==> config.mk <==
export PLATFORM = sky130hd
export DESIGN_NAME = elgamal_encrypt_modexp_top
export DESIGN_NICKNAME = d
export VERILOG_FILES = /design/src/rtl/core/elg_pkg.sv /design/src/rtl/core/elg_addmod.sv /design/src/rtl/core/elg_mulmod.sv /design/src/rtl/core/elgamal_encrypt_modexp_top.sv
export SDC_FILE = /design/constraint.sdc
export NUM_CORES = 2
export LEC_CHECK = 0
export ABC_CLOCK_PERIOD_IN_PS = 11050
export BUFFER_PORTS_ARGS = -buffer_cell sky130_fd_sc_hd__buf_4
export CORE_UTILIZATION = 45
export DETAILED_ROUTE_END_ITERATION = 10
export PLACE_DENSITY = 0.64
export REMOVE_ABC_BUFFERS = 1
export SLEW_MARGIN = 10
export SYNTH_ARGS = -nofsm -noshare
export SYNTH_HDL_FRONTEND = slang
export SYNTH_SLANG_ARGS = --single-unit
==> constraint.sdc <==
create_clock -name clk -period 11.05 [get_ports clk]
set_clock_uncertainty 0.2 [all_clocks]
set_input_delay 1.105 -clock clk [delete_from_list [all_inputs] [get_ports clk]]
set_output_delay 1.105 -clock clk [all_outputs]
set_load 0.03 [all_outputs]
==> src/rtl/core/elg_pkg.sv <==
`timescale 1ns / 1ps
// Package for the ElGamal encryption block: register indexes, reset values
// and default word width. No dependencies.
package elg_pkg;

    // Default operand width
    localparam int DEFAULT_WORD_BITS = 63;

    // Configuration register index width and indexes
    localparam int CFG_IDX_W = 2;
    localparam logic [CFG_IDX_W-1:0] CFG_PRIME     = 2'd0;
    localparam logic [CFG_IDX_W-1:0] CFG_GENERATOR = 2'd1;
    localparam logic [CFG_IDX_W-1:0] CFG_PUBKEY    = 2'd2;

    // Register reset values
    localparam int PRIME_RESET     = 23;
    localparam int GENERATOR_RESET = 5;
    localparam int PUBKEY_RESET    = 8;

endpackage

==> src/rtl/core/elg_addmod.sv <==
`timescale 1ns / 1ps
// Modular adder: (x + y) mod p for x, y < p, with one conditional subtract.
// Uses no package items.
module elg_addmod #(
    parameter int WORD_BITS = 63
) (
    input  logic [WORD_BITS-1:0] x,
    input  logic [WORD_BITS-1:0] y,
    input  logic [WORD_BITS-1:0] p,
    output logic [WORD_BITS-1:0] sum
);

    logic [WORD_BITS:0] raw;
    logic [WORD_BITS:0] diff;

    // Full-width add, then fold back once if at or above p
    assign raw  = {1'b0, x} + {1'b0, y};
    assign diff = raw - {1'b0, p};
    assign sum  = (raw >= {1'b0, p}) ? diff[WORD_BITS-1:0] : raw[WORD_BITS-1:0];

endmodule

==> src/rtl/core/elg_mulmod.sv <==
`timescale 1ns / 1ps
// Bit-serial modular multiplier: a * b mod p by double-and-add, MSB first,
// one modular add per cycle on a single elg_addmod. Depends on elg_addmod.
module elg_mulmod #(
    parameter int WORD_BITS = 63
) (
    input  logic                 clk,
    input  logic                 rst_n,
    input  logic                 start,
    input  logic [WORD_BITS-1:0] a,
    input  logic [WORD_BITS-1:0] b,
    input  logic [WORD_BITS-1:0] p,
    output logic                 done,
    output logic [WORD_BITS-1:0] result
);

    localparam int CNT_W = $clog2(WORD_BITS + 1);

    typedef enum logic [1:0] {
        MM_IDLE,
        MM_DBL,
        MM_ADD
    } mm_state_t;

    mm_state_t            state_reg;
    logic [WORD_BITS-1:0] r_reg;
    logic [WORD_BITS-1:0] b_reg;
    logic [CNT_W-1:0]     cnt_reg;
    logic                 done_reg;

    logic [WORD_BITS-1:0] add_y;
    logic [WORD_BITS-1:0] add_sum;

    // Doubling adds r to itself, the add step adds the multiplicand
    assign add_y = (state_reg == MM_ADD) ? a : r_reg;

    elg_addmod #(
        .WORD_BITS (WORD_BITS)
    ) u_add (
        .x   (r_reg),
        .y   (add_y),
        .p   (p),
        .sum (add_sum)
    );

    // Sequencer: one doubling per multiplier bit, an add where the bit is set
    always_ff @(posedge clk or negedge rst_n)
    begin
        if (!rst_n)
        begin
            state_reg <= MM_IDLE;
            r_reg     <= '0;
            b_reg     <= '0;
            cnt_reg   <= '0;
            done_reg  <= 1'b0;
        end
        else
        begin
            done_reg <= 1'b0;
            unique case (state_reg)
                MM_IDLE:
                begin
                    if (start)
                    begin
                        r_reg     <= '0;
                        b_reg     <= b;
                        cnt_reg   <= CNT_W'(WORD_BITS);
                        state_reg <= MM_DBL;
                    end
                end
                MM_DBL:
                begin
                    r_reg <= add_sum;
                    if (b_reg[WORD_BITS-1])
                    begin
                        state_reg <= MM_ADD;
                    end
                    else
                    begin
                        b_reg   <= b_reg << 1;
                        cnt_reg <= cnt_reg - CNT_W'(1);
                        if (cnt_reg == CNT_W'(1))
                        begin
                            done_reg  <= 1'b1;
                            state_reg <= MM_IDLE;
                        end
                    end
                end
                MM_ADD:
                begin
                    r_reg   <= add_sum;
                    b_reg   <= b_reg << 1;
                    cnt_reg <= cnt_reg - CNT_W'(1);
                    if (cnt_reg == CNT_W'(1))
                    begin
                        done_reg  <= 1'b1;
                        state_reg <= MM_IDLE;
                    end
                    else
                    begin
                        state_reg <= MM_DBL;
                    end
                end
                default:
                begin
                    state_reg <= MM_IDLE;
                end
            endcase
        end
    end

    assign done   = done_reg;
    assign result = r_reg;

endmodule

==> src/rtl/core/elgamal_encrypt_modexp_top.sv <==
`timescale 1ns / 1ps
// Top level of the ElGamal encryption block: config registers, exponent
// sequencer and output register. Depends on elg_pkg and elg_mulmod.
//
//  Channel  | Handshake             | Payload
//  ---------+-----------------------+----------------------------------------
//  input    | in_valid / in_ready   | plain_value, ephemeral_exponent
//  output   | out_valid / out_ready | cipher_first, cipher_second
//  config   | cfg_we (no wait)      | cfg_index, cfg_data
//
// Every modular multiply runs on the one bit-serial multiplier. A transaction
// is three reductions, then per power one multiply per set bit of k and one
// square per bit below its top set bit, then one final multiply. in_ready is
// high only while idle; a result waits in the output register while the next
// is taken. Reset: p 23, g 5, y 8.
module elgamal_encrypt_modexp_top #(
    parameter int WORD_BITS = elg_pkg::DEFAULT_WORD_BITS
) (
    input  logic                          clk,
    input  logic                          rst_n,
    // input channel
    input  logic                          in_valid,
    output logic                          in_ready,
    input  logic [WORD_BITS-1:0]          plain_value,
    input  logic [WORD_BITS-1:0]          ephemeral_exponent,
    // output channel
    output logic                          out_valid,
    input  logic                          out_ready,
    output logic [WORD_BITS-1:0]          cipher_first,
    output logic [WORD_BITS-1:0]          cipher_second,
    // configuration
    input  logic                          cfg_we,
    input  logic [elg_pkg::CFG_IDX_W-1:0] cfg_index,
    input  logic [WORD_BITS-1:0]          cfg_data
);

    localparam logic [WORD_BITS-1:0] ONE = WORD_BITS'(1);

    typedef enum logic [2:0] {
        S_IDLE,
        S_REDM,
        S_REDB,
        S_CHK,
        S_MUL,
        S_SQR,
        S_FIN,
        S_LOAD
    } seq_state_t;

    // Configuration registers
    logic [WORD_BITS-1:0] p_reg;
    logic [WORD_BITS-1:0] g_reg;
    logic [WORD_BITS-1:0] y_reg;

    // Sequencer state and working registers
    seq_state_t           state_reg;
    logic                 second_reg;
    logic [WORD_BITS-1:0] m_reg;
    logic [WORD_BITS-1:0] k_reg;
    logic [WORD_BITS-1:0] e_reg;
    logic [WORD_BITS-1:0] acc_reg;
    logic [WORD_BITS-1:0] sq_reg;
    logic [WORD_BITS-1:0] c1_reg;
    logic                 mm_start_reg;
    logic [WORD_BITS-1:0] op_a_reg;
    logic [WORD_BITS-1:0] op_b_reg;
    logic                 out_valid_reg;
    logic [WORD_BITS-1:0] cipher_first_reg;
    logic [WORD_BITS-1:0] cipher_second_reg;

    logic                 mm_done;
    logic [WORD_BITS-1:0] mm_result;
    logic                 in_fire;
    logic                 out_fire;

    assign in_ready = (state_reg == S_IDLE);
    assign in_fire  = in_valid && in_ready;
    assign out_fire = out_valid_reg && out_ready;

    // Configuration writes; unknown indexes are dropped
    always_ff @(posedge clk or negedge rst_n)
    begin
        if (!rst_n)
        begin
            p_reg <= WORD_BITS'(elg_pkg::PRIME_RESET);
            g_reg <= WORD_BITS'(elg_pkg::GENERATOR_RESET);
            y_reg <= WORD_BITS'(elg_pkg::PUBKEY_RESET);
        end
        else if (cfg_we)
        begin
            if (cfg_index == elg_pkg::CFG_PRIME)
            begin
                p_reg <= cfg_data;
            end
            else if (cfg_index == elg_pkg::CFG_GENERATOR)
            begin
                g_reg <= cfg_data;
            end
            else if (cfg_index == elg_pkg::CFG_PUBKEY)
            begin
                y_reg <= cfg_data;
            end
        end
    end

    // Shared modular multiplier
    elg_mulmod #(
        .WORD_BITS (WORD_BITS)
    ) u_mulmod (
        .clk    (clk),
        .rst_n  (rst_n),
        .start  (mm_start_reg),
        .a      (op_a_reg),
        .b      (op_b_reg),
        .p      (p_reg),
        .done   (mm_done),
        .result (mm_result)
    );

    // Sequencer: reduce m, then g^k, then y^k, then m * y^k
    always_ff @(posedge clk or negedge rst_n)
    begin
        if (!rst_n)
        begin
            state_reg         <= S_IDLE;
            second_reg        <= 1'b0;
            m_reg             <= '0;
            k_reg             <= '0;
            e_reg             <= '0;
            acc_reg           <= '0;
            sq_reg            <= '0;
            c1_reg            <= '0;
            mm_start_reg      <= 1'b0;
            op_a_reg          <= '0;
            op_b_reg          <= '0;
            out_valid_reg     <= 1'b0;
            cipher_first_reg  <= '0;
            cipher_second_reg <= '0;
        end
        else
        begin
            mm_start_reg <= 1'b0;
            if (out_fire)
            begin
                out_valid_reg <= 1'b0;
            end

            unique case (state_reg)
                S_IDLE:
                begin
                    if (in_fire)
                    begin
                        k_reg <= ephemeral_exponent;
                        if (p_reg < WORD_BITS'(2))
                        begin
                            // degenerate modulus: both outputs zero
                            c1_reg    <= '0;
                            acc_reg   <= '0;
                            state_reg <= S_LOAD;
                        end
                        else
                        begin
                            mm_start_reg <= 1'b1;
                            op_a_reg     <= ONE;
                            op_b_reg     <= plain_value;
                            state_reg    <= S_REDM;
                        end
                    end
                end
                S_REDM:
                begin
                    if (mm_done)
                    begin
                        m_reg        <= mm_result;
                        second_reg   <= 1'b0;
                        mm_start_reg <= 1'b1;
                        op_a_reg     <= ONE;
                        op_b_reg     <= g_reg;
                        state_reg    <= S_REDB;
                    end
                end
                S_REDB:
                begin
                    // base reduced: start a power
                    if (mm_done)
                    begin
                        sq_reg    <= mm_result;
                        acc_reg   <= ONE;
                        e_reg     <= k_reg;
                        state_reg <= S_CHK;
                    end
                end
                S_CHK:
                begin
                    mm_start_reg <= 1'b1;
                    if (e_reg == '0)
                    begin
                        if (!second_reg)
                        begin
                            c1_reg     <= acc_reg;
                            second_reg <= 1'b1;
                            op_a_reg   <= ONE;
                            op_b_reg   <= y_reg;
                            state_reg  <= S_REDB;
                        end
                        else
                        begin
                            op_a_reg  <= m_reg;
                            op_b_reg  <= acc_reg;
                            state_reg <= S_FIN;
                        end
                    end
                    else if (e_reg[0])
                    begin
                        op_a_reg  <= acc_reg;
                        op_b_reg  <= sq_reg;
                        state_reg <= S_MUL;
                    end
                    else
                    begin
                        op_a_reg  <= sq_reg;
                        op_b_reg  <= sq_reg;
                        state_reg <= S_SQR;
                    end
                end
                S_MUL:
                begin
                    if (mm_done)
                    begin
                        acc_reg <= mm_result;
                        if ((e_reg >> 1) == '0)
                        begin
                            // top bit done, no further square needed
                            e_reg     <= '0;
                            state_reg <= S_CHK;
                        end
                        else
                        begin
                            mm_start_reg <= 1'b1;
                            op_a_reg     <= sq_reg;
                            op_b_reg     <= sq_reg;
                            state_reg    <= S_SQR;
                        end
                    end
                end
                S_SQR:
                begin
                    if (mm_done)
                    begin
                        sq_reg    <= mm_result;
                        e_reg     <= e_reg >> 1;
                        state_reg <= S_CHK;
                    end
                end
                S_FIN:
                begin
                    if (mm_done)
                    begin
                        acc_reg   <= mm_result;
                        state_reg <= S_LOAD;
                    end
                end
                S_LOAD:
                begin
                    // wait for the output register to free up
                    if (!out_valid_reg || out_ready)
                    begin
                        cipher_first_reg  <= c1_reg;
                        cipher_second_reg <= acc_reg;
                        out_valid_reg     <= 1'b1;
                        state_reg         <= S_IDLE;
                    end
                end
                default:
                begin
                    state_reg <= S_IDLE;
                end
            endcase
        end
    end

    assign out_valid     = out_valid_reg;
    assign cipher_first  = cipher_first_reg;
    assign cipher_second = cipher_second_reg;

endmodule

==> impl_metrics.yaml <==
run_status:
  status: "complete, no violations"
place:
  post_place_setup_slack_ns: 2.399
  gpl_wtd_cong: 0.9527
  post-dp-hpwl_um: 101300
  buffer_ports.inserted: 323
yosys:
  netlist-cell-type-count: 79
  synth_xor_area_frac: 0.02138
  synth.largest_area_cell: "dfrtp_1"
  synth_top_cells_by_area: "dfrtp_1 (49%), mux2_2 (12%), nand2_1 (5.5%)"
  synth_adder_area_share: 0.03492
  synth_compound_area_frac: 0.1625
  synth.most_common_cell: "dfrtp_1"
  fraction_of_the_yosys_area_taken_by_sequential_cells: 0.4889
  ys_warn_count: 0
  synth_largest_type_area_fraction: 0.4851
  synthMuxAreaShare: 0.1297
  postSynth.asyncResetShare: 1.000
  synth_cells: 5021
  synth_area_per_cell_um2: 9.790
  postSynthRegisterBits: 960
  main_combinational_cell_family_by_area_after_synthesis: "compound AO/OA/AOI/OAI gates"
  post_synth_and_or_nand_nor_area_fraction: 0.1264
  synth.cell_area_um2: 49160
  dominantRegCellSynth: "dfrtp_1"
  synth_commonest_cells: "dfrtp_1 (953), nand2_1 (726), mux2_2 (503)"
  synth_enable_flop_cells: 0
setup_path:
  criticalPathCategory: "register to register"
  cp_data_required_time_ns: 11.43
  crit-reg2reg-capture: "u_mulmod.result[34]$_DFFE_PN0P_"
  worstSetupStartpointType: "register"
  worst_setup_path_end_kind: "register"
  max_fo_critical_path: 85
  r2r-start: "u_mulmod.state_reg[0]$_DFFE_PN0P_"
  reg2regPathDepth: 26
  reg2reg_setup_slack_ns: 2.34
  critical_path_arrival_ns: 9.09
power_and_ir_drop:
  peakVddDrop_v: 0.0001157
  power_density_nw_per_um2: 141.3
  total_power_of_the_final_layout_uw: 7929
  static-leakage-power_uw: 0.02669
sta:
  rsz0062_at_grt: "no"
  final-hold-violation-count: 0
  finalWorstSetupSlack_ns: 2.335
  setup_viol: 0
  worst_tran_pin_value_ns: 1.189
  timing.final.max_slew_violations: 0
  max_freq_ghz: 0.1147
  hold_ws_ns: 0.2095
  slew_headroom: 0.2009
  finalCriticalPeriod_ns: 8.715
  layout_worst_path_cycle_share: 0.7887
job:
  maxCapViolations: 0
drt:
  wire_per_inst_um: 22.63
  route.detailed.drc: 0
  drt-vias-per-instance: 5.901
  ant_nets: 0
  drt-initial-drc-count: 3227
  vias: 39190
  dr.pass1.iters: 10
  route.final.wire_length_um: 150300
clocking:
  clock_tree.buffer_depth: 3
  post_cts.resized_instances: 0
  insertion_delay_ns: 0.71
  cts_tree: "built"
  clock_tree.htree_level_count: 3
  clkTransAtPathRegs_ns: 0.06
  cts_hold_buf: 0
  clockRootBuffer: "clkbuf_16"
  post_cts_buffers: 0
  tritoncts.num_buffers: 103
  clock_sink_count: 960
global_route:
  global_route.usage.total: 0.2708
  grt_overflow_total: 0
  antenna_violations_before_repair: 14
  number_of_global_route_vias_before_repair: 38820
  grt_first_pass_wirelength_um: 234700
  grt_start_max_net_pins: 171
die:
  top_level_ports: 324
  die_w_um: 332.5
  rows: 120
  floorplan.core_area_um2: 107700
  die_area_um2: 110600
  die_y_um: 332.5
  floorplan.initialDensity: 0.4566
worst_hold_path:
  hold_class: "input pin to async pin"
layout:
  fraction_of_final_layout_cells_with_drive_strength_greater_than_1: 0.2095
  area_growth_syn_to_layout_pct: 14.15
  nNetsFinal: 5489
## layout by cell type (no fill, tap or decap), drive strengths merged, types with 8 or more instances in the layout
master / instances
nor4: 38
nor2b: 27
a222oi: 63
a31oi: 80
nor3: 28
a22oi: 68
nand3: 155
nand4: 46
o211ai: 11
o31ai: 72
dfrtp: 953
clkbuf: 155
clkinv: 16
and2: 9
a221o: 13
ha: 134
o21bai: 27
xnor2: 75
and3: 8
mux2i: 71
o21ai: 412
a211oi: 15
o22ai: 67
xor2: 45
buf: 382
a21oi: 337
nand2: 726
o21a: 17
mux2: 503
nor2: 378
inv: 121
nand2b: 23
a21o: 58
## worst max-delay path: stages, from the launching register on
cell and delay, ns:
dfrtp_1 0.41, inv_1 0.13, ha_2 0.73, buf_4 0.62, mux2_2 0.41, ha_1 0.38, a21oi_1 0.27, o21ai_0 0.12
a21oi_1 0.18, o21ai_0 0.24, or2_0 0.32, a311oi_1 0.45, nor2_1 0.22, a211oi_1 0.64, xnor2_1 0.22, ha_1 0.25
a21oi_1 0.25, inv_1 0.06, a31oi_1 0.13, o21ai_0 0.24, o21bai_1 0.26, o311a_1 0.16, nor3_2 0.19, buf_4 0.73
nor2_1 0.31, a222oi_1 0.35, inv_1 0.07
## how the worst max path moves through the flow
stage	from	endpoint	slack, ns	depth (start not counted)
after floorplan	state_reg[0]$_DFFE_PN0P_	op_b_reg[0]$_DFFE_PN0P_	-8.77	5
after global placement	u_mulmod.state_reg[0]$_DFFE_PN0P_	u_mulmod.result[34]$_DFFE_PN0P_	2.39	26
after detailed placement	u_mulmod.state_reg[0]$_DFFE_PN0P_	u_mulmod.result[34]$_DFFE_PN0P_	2.40	26
after CTS	u_mulmod.state_reg[0]$_DFFE_PN0P_	u_mulmod.result[34]$_DFFE_PN0P_	2.32	24
after global routing	u_mulmod.state_reg[0]$_DFFE_PN0P_	u_mulmod.result[34]$_DFFE_PN0P_	2.02	26
final	u_mulmod.state_reg[0]$_DFFE_PN0P_	u_mulmod.result[34]$_DFFE_PN0P_	2.34	26
## kinds of logic after synthesis
family,count (synthesis)
xor+xnor,120
buf+inv,467
compound gates,1299
mux,574
flops,960
simple gates,1465
fa+ha+maj,136
## through the flow
stage	std cells	cell area, µm²	setup TNS [ns]	util
global placement	6455	52680	0	0.4893
CTS	6640	56110	0	0.5212
global route	6642	56110	0	0.5212
detailed placement	6455	52680	0	0.4893
finish	6642	56110	0	0.5212
floorplan	4670	47810	-1115.26	-
## layout make-up
cell class	instances	area (µm²)
fill	9772	51540
sequential	960	24040
multi-input combinational	3594	23520
clock buffer	155	3065
timing repair buffer	382	2925
tap	1403	1755
inverter	116	437.9
clock inverter	30	362.8
antenna	2	5.005
## power by group
| group | internal, µW | switching (µW) | leakage, µW |
|---|---|---|---|
| Combinational | 275 | 392 | 0.0123 |
| Clock | 2070 | 1460 | 0.00169 |
| Sequential | 3650 | 78.7 | 0.0127 |
## routing by layer
| layer | track usage | wire length, µm | vias up |
|---|---|---|---|
| li1 | - | - | 18220 |
| met1 | 0.3781 | 67540 | 19570 |
| met2 | 0.4256 | 68910 | 1139 |
| met3 | 0.05434 | 9694 | 245 |
| met4 | 0.07811 | 4058 | 16 |
| met5 | 0 | 115 | - |
Power figures use the tool's default switching activity.
